===== config.mk =====
export PLATFORM = sky130hd
export DESIGN_NAME = utf8_codepoint_decoder_unit
export DESIGN_NICKNAME = d
export VERILOG_FILES = /design/src/rtl/core/u8dec_pkg.sv /design/src/rtl/core/utf8_codepoint_decoder_unit.sv /design/src/rtl/core/u8dec_logic.sv
export SDC_FILE = /design/constraint.sdc
export NUM_CORES = 1
export LEC_CHECK = 0
export BUFFER_PORTS_ARGS = -buffer_cell sky130_fd_sc_hd__buf_2
export CORE_ASPECT_RATIO = 1.75
export CORE_MARGIN = 3
export CORE_UTILIZATION = 45
export CTS_CLUSTER_SIZE = 16
export DETAILED_ROUTE_END_ITERATION = 7
export PLACE_DENSITY = 0.7
export SLEW_MARGIN = 20
export SYNTH_ARGS = -nofsm -noshare
export SYNTH_HDL_FRONTEND = slang
export SYNTH_SLANG_ARGS = --single-unit
export TNS_END_PERCENT = 20

===== constraint.sdc =====
create_clock -name clk -period 4.2 [get_ports clk]
set_clock_uncertainty 0.15 [all_clocks]
set_input_delay 0 -clock clk [delete_from_list [all_inputs] [get_ports clk]]
set_output_delay 0 -clock clk [all_outputs]
set_load 0.05 [all_outputs]

===== src/rtl/core/u8dec_pkg.sv =====
// ----------------------------------------------------------------------------
// u8dec_pkg: shared types and constants for the UTF-8 code point decoder
// Holds field widths, byte-pattern constants and code point limits.
// ----------------------------------------------------------------------------
`default_nettype none

package u8dec_pkg;

  localparam int unsigned BYTE_W = 8;
  localparam int unsigned CP_W   = 21;
  localparam int unsigned LEN_W  = 3;

  typedef logic [BYTE_W-1:0] byte_t;
  typedef logic [CP_W-1:0]   cp_t;
  typedef logic [LEN_W-1:0]  len_t;

  // Lengths of a decoded sequence
  localparam len_t LEN_1 = 3'd1;
  localparam len_t LEN_2 = 3'd2;
  localparam len_t LEN_3 = 3'd3;
  localparam len_t LEN_4 = 3'd4;

  // Lead byte limits
  localparam byte_t LEAD2_MIN = 8'hC2;
  localparam byte_t LEAD4_MAX = 8'hF4;

  // Code point limits
  localparam cp_t CP3_MIN  = 21'h000800;
  localparam cp_t SURR_LO  = 21'h00D800;
  localparam cp_t SURR_HI  = 21'h00DFFF;
  localparam cp_t CP4_MIN  = 21'h010000;
  localparam cp_t CP4_MAX  = 21'h10FFFF;

  // Registered window of four bytes
  typedef struct packed {
    byte_t b0;
    byte_t b1;
    byte_t b2;
    byte_t b3;
  } window_t;

  // Decoded result word
  typedef struct packed {
    cp_t  cp;
    len_t len;
  } result_t;

endpackage : u8dec_pkg

`default_nettype wire


===== src/rtl/core/utf8_codepoint_decoder_unit.sv =====
// Latency: an accepted start passes the input register, then the result register, before out_valid.
// Throughput: one window per cycle; the input and result registers form a
// two-stage pipeline and busy is high only during reset, since the receiver
// cannot stall.
// Reset: synchronous, active low; clears the stage valid flags only.
// ----------------------------------------------------------------------------
// utf8_codepoint_decoder_unit: UTF-8 code point decoder, top level
// Registers a four-byte window, decodes it and registers the result word.
// ----------------------------------------------------------------------------
`default_nettype none

module utf8_codepoint_decoder_unit (
  input  wire                    clk,
  input  wire                    rst_n,
  input  wire                    start,
  output logic                   busy,
  input  wire  u8dec_pkg::byte_t in_byte0,
  input  wire  u8dec_pkg::byte_t in_byte1,
  input  wire  u8dec_pkg::byte_t in_byte2,
  input  wire  u8dec_pkg::byte_t in_byte3,
  output logic                   out_valid,
  output u8dec_pkg::cp_t         out_code_point,
  output u8dec_pkg::len_t        out_consumed
);
  import u8dec_pkg::*;

  logic    in_vld_r, in_vld_nxt;
  logic    out_vld_r, out_vld_nxt;
  window_t win_r;
  result_t res_nxt, res_r;

  // Stall the input side only while reset is held
  assign busy        = !rst_n;
  assign in_vld_nxt  = start;
  assign out_vld_nxt = in_vld_r;

  // Advance the valid flags
  always_ff @(posedge clk) begin
    if (!rst_n) begin
      in_vld_r  <= 1'b0;
      out_vld_r <= 1'b0;
    end else begin
      in_vld_r  <= in_vld_nxt;
      out_vld_r <= out_vld_nxt;
    end
  end

  // Capture the window word
  always_ff @(posedge clk) begin
    if (start) begin
      win_r <= '{b0: in_byte0, b1: in_byte1, b2: in_byte2, b3: in_byte3};
    end
  end

  u8dec_logic u_logic (
    .win (win_r),
    .res (res_nxt)
  );

  // Hold the decoded word
  always_ff @(posedge clk) begin
    if (in_vld_r) begin
      res_r <= res_nxt;
    end
  end

  assign out_valid      = out_vld_r;
  assign out_code_point = res_r.cp;
  assign out_consumed   = res_r.len;

  // A strobe follows every accepted word once it has passed both registers
  a_strobe: assert property (@(posedge clk) disable iff (!rst_n)
    (start && !busy) |=> ##1 out_valid)
    else $error("result strobe missing");

  // Consumed count stays in one to four
  a_len: assert property (@(posedge clk) disable iff (!rst_n)
    out_valid |-> (out_consumed >= LEN_1 && out_consumed <= LEN_4))
    else $error("consumed out of range");

  // Single-byte results carry the raw lead byte
  a_raw: assert property (@(posedge clk) disable iff (!rst_n)
    (out_valid && out_consumed == LEN_1) |-> (out_code_point[CP_W-1:BYTE_W] == '0))
    else $error("fallback code point wider than a byte");

  // No result lands in the surrogate range or above the maximum
  a_range: assert property (@(posedge clk) disable iff (!rst_n)
    out_valid |-> (out_code_point <= CP4_MAX
                   && !(out_code_point >= SURR_LO && out_code_point <= SURR_HI)))
    else $error("code point out of range");

endmodule : utf8_codepoint_decoder_unit

`default_nettype wire


===== src/rtl/core/u8dec_logic.sv =====
// ----------------------------------------------------------------------------
// u8dec_logic: combinational UTF-8 decode of a four-byte window
// Classifies the lead byte, checks continuation bytes and range, and
// falls back to the raw lead byte with length one on any malformed form.
// ----------------------------------------------------------------------------
`default_nettype none

module u8dec_logic (
  input  wire  u8dec_pkg::window_t win,
  output u8dec_pkg::result_t       res
);
  import u8dec_pkg::*;

  logic c1, c2, c3;
  cp_t  v2, v3, v4;
  logic ok2, ok3, ok4;

  // Check continuation bytes
  assign c1 = (win.b1[7:6] == 2'b10);
  assign c2 = (win.b2[7:6] == 2'b10);
  assign c3 = (win.b3[7:6] == 2'b10);

  // Assemble candidate values
  assign v2 = {10'd0, win.b0[4:0], win.b1[5:0]};
  assign v3 = {5'd0, win.b0[3:0], win.b1[5:0], win.b2[5:0]};
  assign v4 = {win.b0[2:0], win.b1[5:0], win.b2[5:0], win.b3[5:0]};

  // Validate each form
  assign ok2 = (win.b0[7:5] == 3'b110) && (win.b0 >= LEAD2_MIN) && c1;
  assign ok3 = (win.b0[7:4] == 4'b1110) && c1 && c2 && (v3 >= CP3_MIN)
               && !((v3 >= SURR_LO) && (v3 <= SURR_HI));
  assign ok4 = (win.b0[7:3] == 5'b11110) && (win.b0 <= LEAD4_MAX)
               && c1 && c2 && c3 && (v4 >= CP4_MIN) && (v4 <= CP4_MAX);

  // Select result, raw lead byte on fallback
  always_comb begin
    if (ok2) begin
      res = '{cp: v2, len: LEN_2};
    end else if (ok3) begin
      res = '{cp: v3, len: LEN_3};
    end else if (ok4) begin
      res = '{cp: v4, len: LEN_4};
    end else begin
      res = '{cp: {13'd0, win.b0}, len: LEN_1};
    end
  end

endmodule : u8dec_logic

`default_nettype wire


==> flow_metrics.env <==
export IMPL_cts_resized=0
export IMPL_numCtsBuffers=9
export IMPL_cts_max_level=3
export IMPL_synth_commonest_cells="edfxtp_1 (56), a22oi_1 (7), and2_1 (7), inv_1 (7), o22ai_1 (6)"
export IMPL_yosysWarnings=0
export IMPL_wl_per_cell_um=15.8
export IMPL_grt_max_degree=34
export IMPL_n_fill_cell=343
export IMPL_vdd_drop_max_mv=0.282
export IMPL_num_vias=1504
export IMPL_first_iter_violations=28
export IMPL_rsz0062_at_grt="false"
export IMPL_synth_area_mm2=0.00222
export IMPL_cts_sinks=58
export IMPL_synth_most_common_cell="edfxtp_1"
export IMPL_final_nets=263
export IMPL_leakagePower_nw=1.15
export IMPL_worstMarginPinSlew_ps=991
export IMPL_dieArea_mm2=0.00585
export IMPL_maxSlewViolCount=0
export IMPL_cp_start_kind="flip-flop"
export IMPL_hold_viol_final=0
export IMPL_fin_crit_ps=2710
export IMPL_fin_crit_sh_pct=64.5
export IMPL_worst_path_max_delay_cell="nand4b_1"
export IMPL_gp_congestion=0.917
export IMPL_grt_pass1_wl_um=7510
export IMPL_yosys_most_used_dff="edfxtp_1"
export IMPL_grt_pass1_vias=1580
export IMPL_antenna_found_initial=0
export IMPL_critPathMaxFanout=15
export IMPL_synth_area_leader_cell="edfxtp_1"
export IMPL_first_pass_iters=4
export IMPL_timing_fmax_ghz=0.369
export IMPL_synth_top_area_share_pct=75.6
export IMPL_critPathRequiredTime_ps=4100
export IMPL_core_area_mm2=0.00475
export IMPL_syn_nets=162
export IMPL_cpPeakStageDelay_ps=600
export IMPL_dp_hpwl_um=2990
export IMPL_ys_seq_area_share_pct=77.4
export IMPL_cts_tree="yes"
export IMPL_worst_setup_path_type="flip-flop to flip-flop"
export IMPL_synth_cell_types=35
export IMPL_root_buffer="clkbuf_8"
export IMPL_power_mw=1.25
export IMPL_grt_use_total_pct=17.9
export IMPL_setup_violations_final=0
export IMPL_ys_seq_elements=58
export IMPL_status="finished, final reports clean"
export IMPL_cts_clk_slew_worst_paths_ps=60
export IMPL_syn_inst=127
export IMPL_powerDensity_mw_per_mm2=409
export IMPL_drive_above_1_share_pct=33.5
export IMPL_hold_class="primary input to flip-flop"
export IMPL_routed_wl_um=4500
export IMPL_slew_headroom_pct=33.9
export IMPL_synth_edf_count=56
export IMPL_die_x_um=59.1
export IMPL_synthTopCellsByArea="edfxtp_1 (76%), a22oi_1 (2.4%), and2_1 (2.0%)"
export IMPL_insertion_delay_ps=320
export IMPL_rows=33
export IMPL_maxCapViolations=0
export IMPL_worstPathCellList="nand4b_1 -> nor2_1 -> nand3_2 -> inv_1 -> mux2i_1 -> o22ai_1"
export IMPL_timing_hold_ws_ps=114
export IMPL_die_h_um=99.0
export IMPL_drtAntennaViolNets=0
export IMPL_io_buffers=60
export IMPL_via_per_inst=5.28
export IMPL_postSynthAreaPerCell_um2=17.5
export IMPL_cts_buffer_depth=2
export IMPL_drc=0
export IMPL_start_util_pct=46.8
export IMPL_antenna_cells=0
export IMPL_area_delta_synth_final_pct=37.1
export IMPL_cp_arrival_ps=2610
export IMPL_grt_overflow=0
export IMPL_endpoint_kind="flip-flop"
export IMPL_fin_setup_tns_ps=0
export IMPL_async_flop_share_pct=0
export IMPL_io_pins=61
==> critical path, delay by kind of cell (launching register included) <==
kind / cells / cell delay [ps]
AOI/OAI and AO/OA: 1 / 100
buffers and inverters: 1 / 400
DFF: 1 / 350
muxes: 1 / 240
and+or+nand+nor: 3 / 1180
==> logic make-up (layout without fill, tap and decap cells) <==
family / Yosys count / after routing / synth area share [%]
AO/OA/AOI/OAI: 31 / 31 / 11.4
XOR/XNOR: 1 / 1 / 0.394
buffers and inverters: 10 / 116 / 2.19
flip-flops: 58 / 58 / 77.4
multiplexers: 3 / 3 / 1.35
AND/OR/NAND/NOR: 24 / 24 / 7.26
==> per-layer routing <==
| layer | vias up | global-route usage (%) | share of wire, % |
|---|---|---|---|
| met4 | 0 | 9.42 | 2.6 |
| met2 | 58 | 30.3 | 57 |
| met5 | - | 0 | 0 |
| met1 | 712 | 19.1 | 35 |
| met3 | 12 | 5.64 | 5.2 |
| li1 | 722 | - | - |
==> cells in the final DEF, fill, tap and decap left out, drive strengths merged, types with 2 or more instances in the layout <==
master	count
a21oi	2
a221o	3
a22o	4
a22oi	7
and2	7
buf	60
clkbuf	10
clkinv	6
dfxtp	2
dlygate4sd3	33
edfxtp	56
inv	7
mux2i	3
nor2	5
nor3	2
nor4	3
o21ai	2
o221ai	2
o22ai	7
==> report_power, final <==
group	switching, mW	internal [mW]	total, mW
Sequential	0.0286	0.681	0.709
Clock	0.190	0.202	0.392
Combinational	0.0904	0.0553	0.146
==> sequential cells by signal, summed over array words and instances, names as in the netlist <==
register        flops
in_vld_r            1
out_code_point     21
out_consumed        3
out_valid           1
win_r              32
==> cell type report <==
cell class / instances / area, um^2 / share of cell area [%]
sequential: 58 / 1720 / 56.5
inverter: 7 / 26.3 / 0.862
clock inverter: 6 / 23.8 / 0.780
multi-input combinational: 59 / 453 / 14.9
timing repair buffer: 93 / 631 / 20.7
tap: 52 / 65.1 / 2.13
clock buffer: 10 / 128 / 4.19
==> path summary, 6_finish.rpt <==
| check | startpoint | end | slack, ps | cells after the start |
|---|---|---|---|---|
| setup / recovery | win_r[22] | out_code_point[2] | 1490 | 6 |
| hold / removal | start | win_r[26] | 110 | 1 |
| setup reg to reg | win_r[22] | out_code_point[2] | 1490 | 6 |
| hold reg to reg | win_r[13] | out_code_point[11] | 430 | 1 |
==> through the flow <==
| stage | instances | setup WS [ps] | utilization, % | instance area (um^2) |
|---|---|---|---|---|
| final | 285 | 1490 | 64.2 | 3050 |
| after global routing | 285 | 1270 | 64.2 | 3050 |
| after CTS | 285 | 1520 | 64.2 | 3050 |
| after detailed placement | 236 | 1510 | 54.0 | 2570 |
| after global placement | 236 | 1660 | 54.0 | 2570 |
| after floorplan | 127 | 2160 | - | 2220 |
==> repair_timing <==
item	4_1_cts	5_1_grt
hold endpoints to repair	34	0
setup buffers	0	0
hold buffers	33	0
endpoints found under the setup margin	0	0
Note: power is estimated with default switching activity, not from simulation.
